$ cat src/rtl/setb_pkg.sv
// Package for the sorted expiry timer bank: field widths, action codes,
// queue sizing and the operation struct passed from front end to engine.
// No dependencies.
`timescale 1ns / 1ps
`default_nettype none

package setb_pkg;

    localparam int ACT_W   = 3;
    localparam int ID_W    = 3;
    localparam int VALUE_W = 31;
    localparam int ORDER_W = 16;

    localparam int NUM_TIMERS_DEF = 8;
    localparam int TICK_WIDTH_DEF = 32;

    localparam int MAX_RESULTS = 8;
    localparam int CNT_W       = $clog2(MAX_RESULTS + 1);

    localparam int QUEUE_DEPTH = 2;
    localparam int QPTR_W      = $clog2(QUEUE_DEPTH);
    localparam int QCNT_W      = $clog2(QUEUE_DEPTH + 1);

    localparam logic [ACT_W-1:0] ACT_TICK       = 3'd0;
    localparam logic [ACT_W-1:0] ACT_SETUP      = 3'd1;
    localparam logic [ACT_W-1:0] ACT_START      = 3'd2;
    localparam logic [ACT_W-1:0] ACT_STOP       = 3'd3;
    localparam logic [ACT_W-1:0] ACT_SET_PERIOD = 3'd4;
    localparam logic [ACT_W-1:0] ACT_READ       = 3'd5;
    localparam logic [ACT_W-1:0] ACT_SET_MODE   = 3'd6;

    localparam logic STATUS_OK       = 1'b0;
    localparam logic STATUS_INACTIVE = 1'b1;

    typedef struct packed {
        logic               is_tick;
        logic               id_ok;
        logic [ACT_W-1:0]   action;
        logic [ID_W-1:0]    timer_id;
        logic [VALUE_W-1:0] value;
        logic               periodic;
    } setb_op_t;

endpackage

`default_nettype wire

$ cat src/rtl/setb_if.sv
// Valid/ready channel interfaces for the timer bank: request and response.
// Depends on setb_pkg.
`timescale 1ns / 1ps
`default_nettype none

interface setb_req_if;
    import setb_pkg::*;

    logic               valid;
    logic               ready;
    logic [ACT_W-1:0]   action;
    logic [ID_W-1:0]    timer_id;
    logic [VALUE_W-1:0] value;
    logic               periodic;

    modport source (output valid, output action, output timer_id, output value,
                    output periodic, input ready);
    modport sink (input valid, input action, input timer_id, input value,
                  input periodic, output ready);
endinterface

interface setb_rsp_if;
    import setb_pkg::*;

    logic               valid;
    logic               ready;
    logic [ID_W-1:0]    slot;
    logic               expired;
    logic               status;
    logic [VALUE_W-1:0] read_value;
    logic               last;

    modport source (output valid, output slot, output expired, output status,
                    output read_value, output last, input ready);
    modport sink (input valid, input slot, input expired, input status,
                  input read_value, input last, output ready);
endinterface

`default_nettype wire

$ cat src/rtl/setb_front.sv
// Front end: accepts request beats, classifies them and holds them in a
// short queue for the engine. Depends on setb_pkg and setb_if.
`timescale 1ns / 1ps
`default_nettype none

module setb_front #(
    parameter int NUM_TIMERS = setb_pkg::NUM_TIMERS_DEF
) (
    input  wire                 clk,
    input  wire                 rst_n,
    setb_req_if.sink            req,
    output logic                op_valid,
    input  wire                 op_ready,
    output setb_pkg::setb_op_t  op
);
    import setb_pkg::*;

    setb_op_t          q_reg [QUEUE_DEPTH];
    logic [QPTR_W-1:0] wr_ptr_reg;
    logic [QPTR_W-1:0] wr_ptr_next;
    logic [QPTR_W-1:0] rd_ptr_reg;
    logic [QPTR_W-1:0] rd_ptr_next;
    logic [QCNT_W-1:0] count_reg;
    logic [QCNT_W-1:0] count_next;
    setb_op_t          in_op;
    logic              push;
    logic              pop;

    always_comb
    begin
        in_op.is_tick  = (req.action == ACT_TICK);
        in_op.id_ok    = (32'(req.timer_id) < NUM_TIMERS);
        in_op.action   = req.action;
        in_op.timer_id = req.timer_id;
        in_op.value    = (req.value == '0) ? VALUE_W'(1) : req.value;
        in_op.periodic = req.periodic;
    end

    assign req.ready = (count_reg != QCNT_W'(QUEUE_DEPTH));
    assign push      = req.valid && req.ready;
    assign op_valid  = (count_reg != '0);
    assign pop       = op_valid && op_ready;
    assign op        = q_reg[rd_ptr_reg];

    always_comb
    begin
        wr_ptr_next = push ? wr_ptr_reg + QPTR_W'(1) : wr_ptr_reg;
        rd_ptr_next = pop ? rd_ptr_reg + QPTR_W'(1) : rd_ptr_reg;
        count_next  = count_reg;
        if (push && !pop)
        begin
            count_next = count_reg + QCNT_W'(1);
        end
        else if (pop && !push)
        begin
            count_next = count_reg - QCNT_W'(1);
        end
    end

    always_ff @(posedge clk or negedge rst_n)
    begin
        if (!rst_n)
        begin
            wr_ptr_reg <= '0;
            rd_ptr_reg <= '0;
            count_reg  <= '0;
        end
        else
        begin
            wr_ptr_reg <= wr_ptr_next;
            rd_ptr_reg <= rd_ptr_next;
            count_reg  <= count_next;
        end
    end

    always_ff @(posedge clk)
    begin
        if (push)
        begin
            q_reg[wr_ptr_reg] <= in_op;
        end
    end

endmodule

`default_nettype wire

$ cat src/rtl/setb_engine.sv
// Engine: timer state, command execution, and the expiry pick loop
// (key capture, compare tree, commit) with the response register.
// Depends on setb_pkg and setb_if.
`timescale 1ns / 1ps
`default_nettype none

module setb_engine #(
    parameter int NUM_TIMERS = setb_pkg::NUM_TIMERS_DEF,
    parameter int TICK_WIDTH = setb_pkg::TICK_WIDTH_DEF
) (
    input  wire                 clk,
    input  wire                 rst_n,
    input  wire                 op_valid,
    output logic                op_ready,
    input  setb_pkg::setb_op_t  op,
    setb_rsp_if.source          rsp
);
    import setb_pkg::*;

    localparam int IDX_W  = (NUM_TIMERS > 1) ? $clog2(NUM_TIMERS) : 1;
    localparam int LEAF_N = 1 << IDX_W;
    localparam int NODE_N = 2 * LEAF_N - 1;
    localparam int KEY_W  = 1 + TICK_WIDTH + ORDER_W;
    localparam logic [TICK_WIDTH-1:0] TICK_HALF = {1'b0, {(TICK_WIDTH - 1){1'b1}}};

    typedef enum logic [3:0] {
        ST_IDLE = 4'b0001,
        ST_KEY  = 4'b0010,
        ST_SEL  = 4'b0100,
        ST_FIN  = 4'b1000
    } state_t;

    state_t                state_reg;
    state_t                state_next;

    logic [TICK_WIDTH-1:0] tick_reg;
    logic [TICK_WIDTH-1:0] tick_next;
    logic [ORDER_W-1:0]    order_reg;
    logic [ORDER_W-1:0]    order_next;
    logic [CNT_W-1:0]      n_reg;
    logic [CNT_W-1:0]      n_next;
    logic                  pend_v_reg;
    logic                  pend_v_next;
    logic [IDX_W-1:0]      pend_idx_reg;
    logic [IDX_W-1:0]      pend_idx_next;

    logic [TICK_WIDTH-1:0] deadline_reg [NUM_TIMERS];
    logic [VALUE_W-1:0]    period_reg   [NUM_TIMERS];
    logic [ORDER_W-1:0]    start_reg    [NUM_TIMERS];
    logic [NUM_TIMERS-1:0] mode_reg;
    logic [NUM_TIMERS-1:0] active_reg;
    logic [NUM_TIMERS-1:0] done_reg;
    logic [KEY_W-1:0]      key_reg      [NUM_TIMERS];
    logic [KEY_W-1:0]      lane_key     [NUM_TIMERS];

    logic [KEY_W-1:0]      node_key [NODE_N];
    logic [IDX_W-1:0]      node_idx [NODE_N];

    logic                  rsp_valid_reg;
    logic [ID_W-1:0]       rsp_slot_reg;
    logic                  rsp_expired_reg;
    logic                  rsp_status_reg;
    logic [VALUE_W-1:0]    rsp_read_reg;
    logic                  rsp_last_reg;

    logic                  space;
    logic                  emit;
    logic [ID_W-1:0]       e_slot;
    logic                  e_expired;
    logic                  e_status;
    logic [VALUE_W-1:0]    e_read;
    logic                  e_last;
    logic                  cmd_fire;
    logic                  tick_start;
    logic                  commit;
    logic                  found;
    logic [IDX_W-1:0]      best;
    logic [IDX_W-1:0]      id_idx;
    logic                  rearm;

    assign id_idx = IDX_W'(op.timer_id);
    assign found  = node_key[0][KEY_W-1];
    assign best   = node_idx[0];
    assign space  = !rsp_valid_reg || rsp.ready;
    assign rearm  = commit && mode_reg[best];

    // per-timer sort key: due flag, age past deadline, start age
    always_comb
    begin
        logic [TICK_WIDTH-1:0] age;
        logic [ORDER_W-1:0]    ord;
        for (int i = 0; i < NUM_TIMERS; i++)
        begin
            age = tick_reg - deadline_reg[i];
            ord = order_reg - start_reg[i];
            if (active_reg[i] && !done_reg[i] && (age < TICK_HALF))
            begin
                lane_key[i] = {1'b1, age, ord};
            end
            else
            begin
                lane_key[i] = '0;
            end
        end
    end

    // compare tree; ties keep the lower slot
    genvar g;
    generate
        for (g = 0; g < LEAF_N; g++)
        begin : g_leaf
            if (g < NUM_TIMERS)
            begin : g_used
                assign node_key[LEAF_N - 1 + g] = key_reg[g];
            end
            else
            begin : g_pad
                assign node_key[LEAF_N - 1 + g] = '0;
            end
            assign node_idx[LEAF_N - 1 + g] = IDX_W'(g);
        end
        for (g = 0; g < LEAF_N - 1; g++)
        begin : g_node
            assign node_key[g] = (node_key[2 * g + 2] > node_key[2 * g + 1]) ?
                                 node_key[2 * g + 2] : node_key[2 * g + 1];
            assign node_idx[g] = (node_key[2 * g + 2] > node_key[2 * g + 1]) ?
                                 node_idx[2 * g + 2] : node_idx[2 * g + 1];
        end
    endgenerate

    always_comb
    begin
        state_next    = state_reg;
        tick_next     = tick_reg;
        n_next        = n_reg;
        pend_v_next   = pend_v_reg;
        pend_idx_next = pend_idx_reg;
        op_ready      = 1'b0;
        emit          = 1'b0;
        e_slot        = '0;
        e_expired     = 1'b0;
        e_status      = STATUS_OK;
        e_read        = '0;
        e_last        = 1'b1;
        cmd_fire      = 1'b0;
        tick_start    = 1'b0;
        commit        = 1'b0;
        case (state_reg)
            ST_IDLE:
            begin
                if (op_valid && op.is_tick)
                begin
                    op_ready    = 1'b1;
                    tick_start  = 1'b1;
                    tick_next   = tick_reg + TICK_WIDTH'(1);
                    n_next      = '0;
                    pend_v_next = 1'b0;
                    state_next  = ST_KEY;
                end
                else if (op_valid && space)
                begin
                    op_ready = 1'b1;
                    emit     = 1'b1;
                    cmd_fire = op.id_ok;
                    e_slot   = op.timer_id;
                    if (op.action == ACT_STOP && op.id_ok && !active_reg[id_idx])
                    begin
                        e_status = STATUS_INACTIVE;
                    end
                    if (op.action == ACT_READ && op.id_ok)
                    begin
                        e_read = period_reg[id_idx];
                    end
                end
            end
            ST_KEY:
            begin
                state_next = ST_SEL;
            end
            ST_SEL:
            begin
                if (!found)
                begin
                    state_next = ST_FIN;
                end
                else if (!pend_v_reg || space)
                begin
                    commit        = 1'b1;
                    emit          = pend_v_reg;
                    e_slot        = ID_W'(pend_idx_reg);
                    e_expired     = 1'b1;
                    e_last        = 1'b0;
                    pend_v_next   = 1'b1;
                    pend_idx_next = best;
                    n_next        = n_reg + CNT_W'(1);
                    state_next    = (n_reg == CNT_W'(MAX_RESULTS - 1)) ? ST_FIN : ST_KEY;
                end
            end
            ST_FIN:
            begin
                if (space)
                begin
                    emit       = 1'b1;
                    e_slot     = pend_v_reg ? ID_W'(pend_idx_reg) : '0;
                    e_expired  = pend_v_reg;
                    e_last     = 1'b1;
                    state_next = ST_IDLE;
                end
            end
            default:
            begin
                state_next = ST_IDLE;
            end
        endcase
    end

    always_comb
    begin
        order_next = order_reg;
        if ((cmd_fire && op.action == ACT_START) || rearm)
        begin
            order_next = order_reg + ORDER_W'(1);
        end
    end

    always_ff @(posedge clk or negedge rst_n)
    begin
        if (!rst_n)
        begin
            state_reg    <= ST_IDLE;
            tick_reg     <= '0;
            order_reg    <= '0;
            n_reg        <= '0;
            pend_v_reg   <= 1'b0;
            pend_idx_reg <= '0;
            mode_reg     <= '0;
            active_reg   <= '0;
            done_reg     <= '0;
            for (int i = 0; i < NUM_TIMERS; i++)
            begin
                period_reg[i] <= '0;
            end
        end
        else
        begin
            state_reg    <= state_next;
            tick_reg     <= tick_next;
            order_reg    <= order_next;
            n_reg        <= n_next;
            pend_v_reg   <= pend_v_next;
            pend_idx_reg <= pend_idx_next;
            if (tick_start)
            begin
                done_reg <= '0;
            end
            for (int i = 0; i < NUM_TIMERS; i++)
            begin
                if (cmd_fire && id_idx == IDX_W'(i))
                begin
                    case (op.action)
                        ACT_SETUP:
                        begin
                            period_reg[i] <= op.value;
                            mode_reg[i]   <= op.periodic;
                            active_reg[i] <= 1'b0;
                        end
                        ACT_START:      active_reg[i] <= 1'b1;
                        ACT_STOP:       active_reg[i] <= 1'b0;
                        ACT_SET_PERIOD: period_reg[i] <= op.value;
                        ACT_SET_MODE:   mode_reg[i]   <= op.periodic;
                        default:        ;
                    endcase
                end
                if (commit && best == IDX_W'(i))
                begin
                    done_reg[i]   <= 1'b1;
                    active_reg[i] <= mode_reg[i];
                end
            end
        end
    end

    // deadline, start order and sort keys carry no reset
    always_ff @(posedge clk)
    begin
        for (int i = 0; i < NUM_TIMERS; i++)
        begin
            if (cmd_fire && id_idx == IDX_W'(i) && op.action == ACT_SETUP)
            begin
                deadline_reg[i] <= '0;
            end
            else if ((cmd_fire && id_idx == IDX_W'(i) && op.action == ACT_START) ||
                     (rearm && best == IDX_W'(i)))
            begin
                deadline_reg[i] <= tick_reg + TICK_WIDTH'(period_reg[i]);
                start_reg[i]    <= order_reg;
            end
            if (state_reg == ST_KEY)
            begin
                key_reg[i] <= lane_key[i];
            end
        end
    end

    always_ff @(posedge clk or negedge rst_n)
    begin
        if (!rst_n)
        begin
            rsp_valid_reg <= 1'b0;
        end
        else if (emit)
        begin
            rsp_valid_reg <= 1'b1;
        end
        else if (rsp.ready)
        begin
            rsp_valid_reg <= 1'b0;
        end
    end

    always_ff @(posedge clk)
    begin
        if (emit)
        begin
            rsp_slot_reg    <= e_slot;
            rsp_expired_reg <= e_expired;
            rsp_status_reg  <= e_status;
            rsp_read_reg    <= e_read;
            rsp_last_reg    <= e_last;
        end
    end

    assign rsp.valid      = rsp_valid_reg;
    assign rsp.slot       = rsp_slot_reg;
    assign rsp.expired    = rsp_expired_reg;
    assign rsp.status     = rsp_status_reg;
    assign rsp.read_value = rsp_read_reg;
    assign rsp.last       = rsp_last_reg;

endmodule

`default_nettype wire

$ cat src/rtl/sorted_expiry_timer_bank.sv
// Sorted expiry timer bank. Non-tick actions: executed in the engine on accept, result registered
// and shown in the cycle after accept; one action per cycle while the response side keeps up.
// Tick with n due timers: the tick is accepted, then each expiry takes a key capture plus a
// compare-tree pick and commit; a final empty pick (skipped after eight expiries) and the last
// beat close the tick. Response stalls hold the pick loop and the last beat.
// Reset (rst_n, async, active low) clears counters, modes, periods, active flags, queue, rsp.
`timescale 1ns / 1ps
`default_nettype none

module sorted_expiry_timer_bank #(
    parameter int NUM_TIMERS = setb_pkg::NUM_TIMERS_DEF,
    parameter int TICK_WIDTH = setb_pkg::TICK_WIDTH_DEF
) (
    input  wire        clk,
    input  wire        rst_n,
    setb_req_if.sink   req,
    setb_rsp_if.source rsp
);
    import setb_pkg::*;

    logic     op_valid;
    logic     op_ready;
    setb_op_t op;

    setb_front #(
        .NUM_TIMERS (NUM_TIMERS)
    ) u_front (
        .clk      (clk),
        .rst_n    (rst_n),
        .req      (req),
        .op_valid (op_valid),
        .op_ready (op_ready),
        .op       (op)
    );

    setb_engine #(
        .NUM_TIMERS (NUM_TIMERS),
        .TICK_WIDTH (TICK_WIDTH)
    ) u_engine (
        .clk      (clk),
        .rst_n    (rst_n),
        .op_valid (op_valid),
        .op_ready (op_ready),
        .op       (op),
        .rsp      (rsp)
    );

endmodule

`default_nettype wire

$ cat src/flat_wrapper.sv
// flat-port wrapper written by rule: the top's interface ports become plain ports
module sorted_expiry_timer_bank_flat import setb_pkg::*;
#(
    parameter int NUM_TIMERS = setb_pkg::NUM_TIMERS_DEF,
    parameter int TICK_WIDTH = setb_pkg::TICK_WIDTH_DEF
)
  (clk, rst_n, req_valid, req_action, req_timer_id, req_value, req_periodic, req_ready, rsp_valid, rsp_slot, rsp_expired, rsp_status, rsp_read_value, rsp_last, rsp_ready);
  setb_req_if req_i ();
  setb_rsp_if rsp_i ();
  input  wire clk;
  input  wire rst_n;
  input wire logic [$bits(req_i.valid)-1:0] req_valid;
  input wire logic [$bits(req_i.action)-1:0] req_action;
  input wire logic [$bits(req_i.timer_id)-1:0] req_timer_id;
  input wire logic [$bits(req_i.value)-1:0] req_value;
  input wire logic [$bits(req_i.periodic)-1:0] req_periodic;
  output wire logic [$bits(req_i.ready)-1:0] req_ready;
  output wire logic [$bits(rsp_i.valid)-1:0] rsp_valid;
  output wire logic [$bits(rsp_i.slot)-1:0] rsp_slot;
  output wire logic [$bits(rsp_i.expired)-1:0] rsp_expired;
  output wire logic [$bits(rsp_i.status)-1:0] rsp_status;
  output wire logic [$bits(rsp_i.read_value)-1:0] rsp_read_value;
  output wire logic [$bits(rsp_i.last)-1:0] rsp_last;
  input wire logic [$bits(rsp_i.ready)-1:0] rsp_ready;
  assign req_i.valid = req_valid;
  assign req_i.action = req_action;
  assign req_i.timer_id = req_timer_id;
  assign req_i.value = req_value;
  assign req_i.periodic = req_periodic;
  assign req_ready = req_i.ready;
  assign rsp_valid = rsp_i.valid;
  assign rsp_slot = rsp_i.slot;
  assign rsp_expired = rsp_i.expired;
  assign rsp_status = rsp_i.status;
  assign rsp_read_value = rsp_i.read_value;
  assign rsp_last = rsp_i.last;
  assign rsp_i.ready = rsp_ready;
  sorted_expiry_timer_bank #(.NUM_TIMERS(NUM_TIMERS), .TICK_WIDTH(TICK_WIDTH)) u_core (.clk(clk), .rst_n(rst_n), .req(req_i), .rsp(rsp_i));
endmodule
$ cat config.mk
export PLATFORM = sky130hd
export DESIGN_NAME = sorted_expiry_timer_bank_flat
export DESIGN_NICKNAME = d
export VERILOG_FILES = /design/src/rtl/setb_pkg.sv /design/src/rtl/setb_if.sv /design/src/rtl/setb_front.sv /design/src/rtl/setb_engine.sv /design/src/rtl/sorted_expiry_timer_bank.sv /design/src/flat_wrapper.sv
export SDC_FILE = /design/constraint.sdc
export NUM_CORES = 2
export LEC_CHECK = 0
export BUFFER_PORTS_ARGS = -buffer_cell sky130_fd_sc_hd__buf_2
export CAP_MARGIN = 15
export CELL_PAD_IN_SITES_DETAIL_PLACEMENT = 2
export CELL_PAD_IN_SITES_GLOBAL_PLACEMENT = 2
export CORE_ASPECT_RATIO = 2
export CORE_MARGIN = 3
export CORE_UTILIZATION = 42
export CTS_CLUSTER_DIAMETER = 40
export DETAILED_ROUTE_END_ITERATION = 10
export GPL_ROUTABILITY_DRIVEN = 0
export HOLD_SLACK_MARGIN = 0.02
export MAX_ROUTING_LAYER = met4
export PLACE_DENSITY = 0.86
export SLEW_MARGIN = 20
export SYNTH_ARGS = -nofsm -noshare
export SYNTH_HDL_FRONTEND = slang
export SYNTH_SLANG_ARGS = --single-unit
$ cat constraint.sdc
create_clock -name clk -period 48 [get_ports clk]
set_input_delay 0 -clock clk [delete_from_list [all_inputs] [get_ports clk]]
set_output_delay 0 -clock clk [all_outputs]
set_load 0.02 [all_outputs]
==> results of run 1 <==
[per-layer routing]
layer | overflow | global-route usage
met1 | 0 | 0.6420
met2 | 13 | 0.8796
met3 | 2 | 0.5122
met4 | 28 | 0.7320
met5 | - | -
[Yosys cell counts, drive strengths merged, types with 23 or more instances]
master and n:
nor2b 141, nand2b 77, o21bai 47, dfrtp 336
nor2 955, a211o 25, or3 55, xnor2 274
and3 125, a211oi 60, o21a 80, or2 44
a21boi 60, o31ai 46, mux2 70, a2111oi 27
o22ai 23, or4 25, clkbuf 239, nand3 241
o21ai 593, a31oi 81, nor4 62, o211ai 39
nand2 887, nor3 232, a21oi 620, inv 826
a21o 293, fa 24, mux2i 147, a311oi 50
xor2 219, buf 53, and4 31, nor3b 56
nand4 112, and2 42, ha 963, edfxtp 891
[through the flow]
step | cells | worst slack [ns] | hold WS, ns | utilization
floorplan | 9429 | 4.909 | -0.2956 | -
detailed placement | 12141 | 34.44 | -0.006220 | 0.4451
global placement | 12140 | 35.07 | -0.008621 | 0.4450
CTS | 12503 | 33.78 | 0.02494 | 0.4751
[cells by family after synthesis]
logic type | Yosys count | share of synthesized area
AND/OR/NAND/NOR | 3157 | 0.1706
AO/OA/AOI/OAI | 2220 | 0.1599
flip-flops | 1228 | 0.4023
buffers and inverters | 1118 | 0.04856
adder cells (fa/ha/maj) | 987 | 0.1432
XOR/XNOR | 493 | 0.04936
multiplexers | 218 | 0.02609
other | 1 | 0.00004287
[repair_timing]
| action | CTS |
|---|---|
| resized for setup | 0 |
| hold buffers | 80 |
| endpoints found under the hold margin | 498 |
==> impl_metrics.json, run 1 <==
{
  "status": "did not finish",
  "stop_stage": "5_1_grt",
  "firstError": "[ERROR GRT-0232] Routing congestion too high. Check the congestion heatmap in the GUI.",
  "place_area_um2": 92140,
  "clock_sinks": 1228,
  "numPortBuffers": 80,
  "synth_ff_type": "edfxtp_1",
  "clock_path_buffers": 4,
  "die_w_um": 328.7,
  "dpl.hpwl_um": 316100,
  "cts_htree_levels": 4,
  "start_util": 0.4226,
  "track_usage": 0.6963,
  "overflow": 43,
  "cts_buffers": 159,
  "avgSynthCellArea_um2": 9.285,
  "yosysTopAreaCell": "edfxtp_1",
  "ys_ff_latch": 1228,
  "grt_antenna_before_repair": 139,
  "postCtsSetupBuffers": 0,
  "syn_inst": 9422,
  "asyncSetResetFlopFracSynth": 0.2744,
  "synth.distinct_cells": 94,
  "synth_area_leaders": "edfxtp_1, ha_1, dfrtp_1",
  "die_h_um": 651.4,
  "syn_area_um2": 87480,
  "synth_edf_count": 891,
  "synth.top_cell.area_share": 0.3058,
  "rows": 236,
  "ys_warn_count": 0,
  "cts-root-buf": "clkbuf_16",
  "grt_max_degree": 185,
  "top_level_ports": 81,
  "seq_area_frac_synth": 0.4023
}
==> inputs of run 2 (changes only) <==
- CELL_PAD_IN_SITES_DETAIL_PLACEMENT: 2 -> not set
- CELL_PAD_IN_SITES_GLOBAL_PLACEMENT: 2 -> not set
- CORE_ASPECT_RATIO: 2 -> not set
- CORE_UTILIZATION: 42 -> 30
- CTS_CLUSTER_DIAMETER: 40 -> not set
- HOLD_SLACK_MARGIN: 0.02 -> not set
- MAX_ROUTING_LAYER: met4 -> not set
- PLACE_DENSITY: 0.86 -> not set
- PLACE_DENSITY_LB_ADDON: not set -> 0.15
==> run 2 against run 1 <==
The flow now finishes without violations. Synthesized cell count unchanged. Synthesized area unchanged.
==> impl_metrics.json, run 2 <==
{
  "worst_setup_path_start_kind": "flip-flop",
  "cp_slowest_cell": "nor4_1",
  "overflow": 0,
  "dpl.hpwl_um": 263100,
  "area_growth_pct": 13.54,
  "die_area_um2": 298100,
  "largest_register_ffs": 392,
  "post_cts_resize_count": 0,
  "synth_fa_ha_area_frac": 0.1432,
  "synth_top_family_by_area": "simple AND/OR/NAND/NOR gates",
  "track_usage": 0.2188,
  "ys_ff_latch": 1228,
  "worstMarginPinSlew_ns": 1.178,
  "postRouteWirelength_um": 336900,
  "clock_sinks": 1228,
  "top_usage_layer": "met2",
  "asyncSetResetFlopFracSynth": 0.2744,
  "finalCritPeriodShare": 0.2800,
  "via_count": 71468,
  "cp-end-kind": "flip-flop",
  "numPortBuffers": 80,
  "synth_xor_area_frac": 0.04936,
  "cts_buffers": 154,
  "report.final.slew_viol_count": 0,
  "cp-startpoint": "u_core.u_engine.key_reg[1][69]$_SDFFCE_PN0P_",
  "top_level_ports": 81,
  "synth_area_leaders": "edfxtp_1, ha_1, dfrtp_1",
  "status": "finished clean",
  "hold_violations": 0,
  "rr_startpoint": "u_core.u_engine.key_reg[1][69]$_SDFFCE_PN0P_",
  "setup_violations": 0,
  "peakVddDrop_v": 0.00004368,
  "clock_path_buffers": 3,
  "cp_max_fo": 96,
  "drt_iter0_markers": 6011,
  "rsz0062_at_grt": "no",
  "seq_area_frac_synth": 0.4023,
  "layout_commonest_cell": "ha_1",
  "fp.coreArea_um2": 289100,
  "start_util": 0.3026,
  "final_cell_mix": "ha_1, nor2_1, edfxtp_1, nand2_1, inv_1",
  "layout.nets": 10641,
  "clk_latency_ns": 0.84,
  "fin_crit_ns": 13.44,
  "synth.distinct_cells": 94,
  "syn_area_um2": 87480,
  "dpl.cell_count": 13249,
  "drtPass1Iterations": 6,
  "cts_htree_levels": 4,
  "p_leak_uw": 0.04413,
  "grt_pass1_wl_um": 481500,
  "critPathRequiredTime_ns": 48.68,
  "arrival_ns": 14.12,
  "via_per_inst": 5.244,
  "detail-route-antenna-nets": 0,
  "fin_tns_setup_ns": 0,
  "ys_warn_count": 0,
  "grt_antenna_before_repair": 9,
  "synth.top_cell.area_share": 0.3058,
  "cts-root-buf": "clkbuf_16",
  "syn_inst": 9422,
  "worst-setup-path-type": "reg -> reg",
  "slew_headroom": 0.2091,
  "fmax_mhz": 74.40,
  "synth_compound_area_frac": 0.1599,
  "final_util": 0.3435,
  "max_cap_violations": 0,
  "route.detailed.drc": 0,
  "rows": 197,
  "die_h_um": 546.0,
  "synthMuxAreaShare": 0.02609,
  "die_w_um": 546.0,
  "max_stage_delay_ns": 1.01,
  "use_met1": 0.3046,
  "yosysTopAreaCell": "edfxtp_1",
  "synth_ff_type": "edfxtp_1",
  "yosysMostFrequentCell": "ha_1",
  "detail_route.wl_per_cell_um": 24.72,
  "min_from": "req_valid",
  "grt_max_degree": 172,
  "grt_pass1_vias": 67927,
  "ys_top_cells_by_count": "ha_1, nor2_1, edfxtp_1",
  "clock_skew_ns": 0.07071,
  "grtUsageMet2": 0.3399,
  "yosys.area_share.simple": 0.1706,
  "drive_gt1_frac": 0.07184,
  "cts_tree": "done",
  "fin_cells": 13629,
  "use_met3": 0.02219,
  "avgSynthCellArea_um2": 9.285,
  "powerDensity_nw_per_um2": 45.63,
  "clk_pin_slew_worst_paths_ns": 0.06,
  "hold_path_class": "in -> reg",
  "synth_edf_count": 891
}
==> run 2: cell counts after synthesis <==
No cell type changed its count.
==> run 2: path summary, 6_finish.rpt <==
path,end,slack [ns],cells past startpoint
setup reg to reg,u_core.u_engine.deadline_reg[1][45]$_SDFFCE_PN0P_,34.56,32
hold / removal,u_core.u_front.wr_ptr_reg$_DFFE_PN0P_,0.1,4
setup / recovery,u_core.u_engine.deadline_reg[1][45]$_SDFFCE_PN0P_,34.56,32
max in group asynchronous,u_core.u_engine.period_reg[237]$_DFFE_PN0P_,45.27,5
min in group asynchronous,u_core.u_engine.mode_reg[2]$_DFFE_PN0P_,0.46,3
hold reg to reg,u_core.u_engine.done_reg[7]$_DFFE_PN0P_,0.48,1
==> run 2: routing by layer <==
layer	share of wire	wire [µm]
met4	0.055	18440
met1	0.46	155600
met2	0.44	147200
met3	0.046	15620
met5	0	0
==> run 2: layout make-up <==
cell class / count / area, µm²
antenna: 5 / 12.51
clock buffer: 202 / 4230
clock inverter: 86 / 827.0
fill: 29465 / 189800
inverter: 826 / 3100
multi-input combinational: 7083 / 48560
sequential: 1228 / 35190
tap: 3880 / 4855
timing repair buffer: 319 / 2550
==> run 2: kinds of logic (layout without fill, tap and decap cells) <==
logic type	Yosys count	count (layout)
multiplexers	218	218
XOR/XNOR	493	493
buffers and inverters	1118	1433
AO/OA/AOI/OAI	2220	2220
AND/OR/NAND/NOR	3157	3157
other	1	13
flip-flops	1228	1228
adder cells (fa/ha/maj)	987	987
==> run 2: where the power goes <==
part | internal [µW] | switching, µW | total [µW] | leakage, µW
registers | 1350 | 194 | 1550 | 0.0123
logic | 588 | 1230 | 1810 | 0.0294
clock network | 667 | 503 | 1170 | 0.00248
==> run 2: through the flow <==
step	worst slack [ns]	power (µW)	area [µm²]	hold WS (ns)
final	34.56	4533	99330	0.09930
after global routing	34.19	4780	99320	0.1100
after CTS	34.66	4560	99220	0.02407
after detailed placement	34.68	3366	93310	0.06807
after global placement	34.87	3346	93260	0.06630
after floorplan	4.909	2626	87510	-0.2956
==> run 2: worst max-delay path: cells and delay by family, from the launching register on <==
kind | cells | cell delay, ns
AOI/OAI and AO/OA | 15 | 4.93
and+or+nand+nor | 9 | 4.64
buffers and inverters | 3 | 1.72
adders and majority gates | 3 | 1.03
DFF | 1 | 0.45
muxes | 2 | 0.40
==> run 2: what timing repair did <==
| item | in CTS | in global routing |
|---|---|---|
| endpoints found under the hold margin | 207 | 0 |
| hold buffers | 84 | 0 |
| buffers inserted | 0 | 0 |
(Power assumes the default switching activity.)
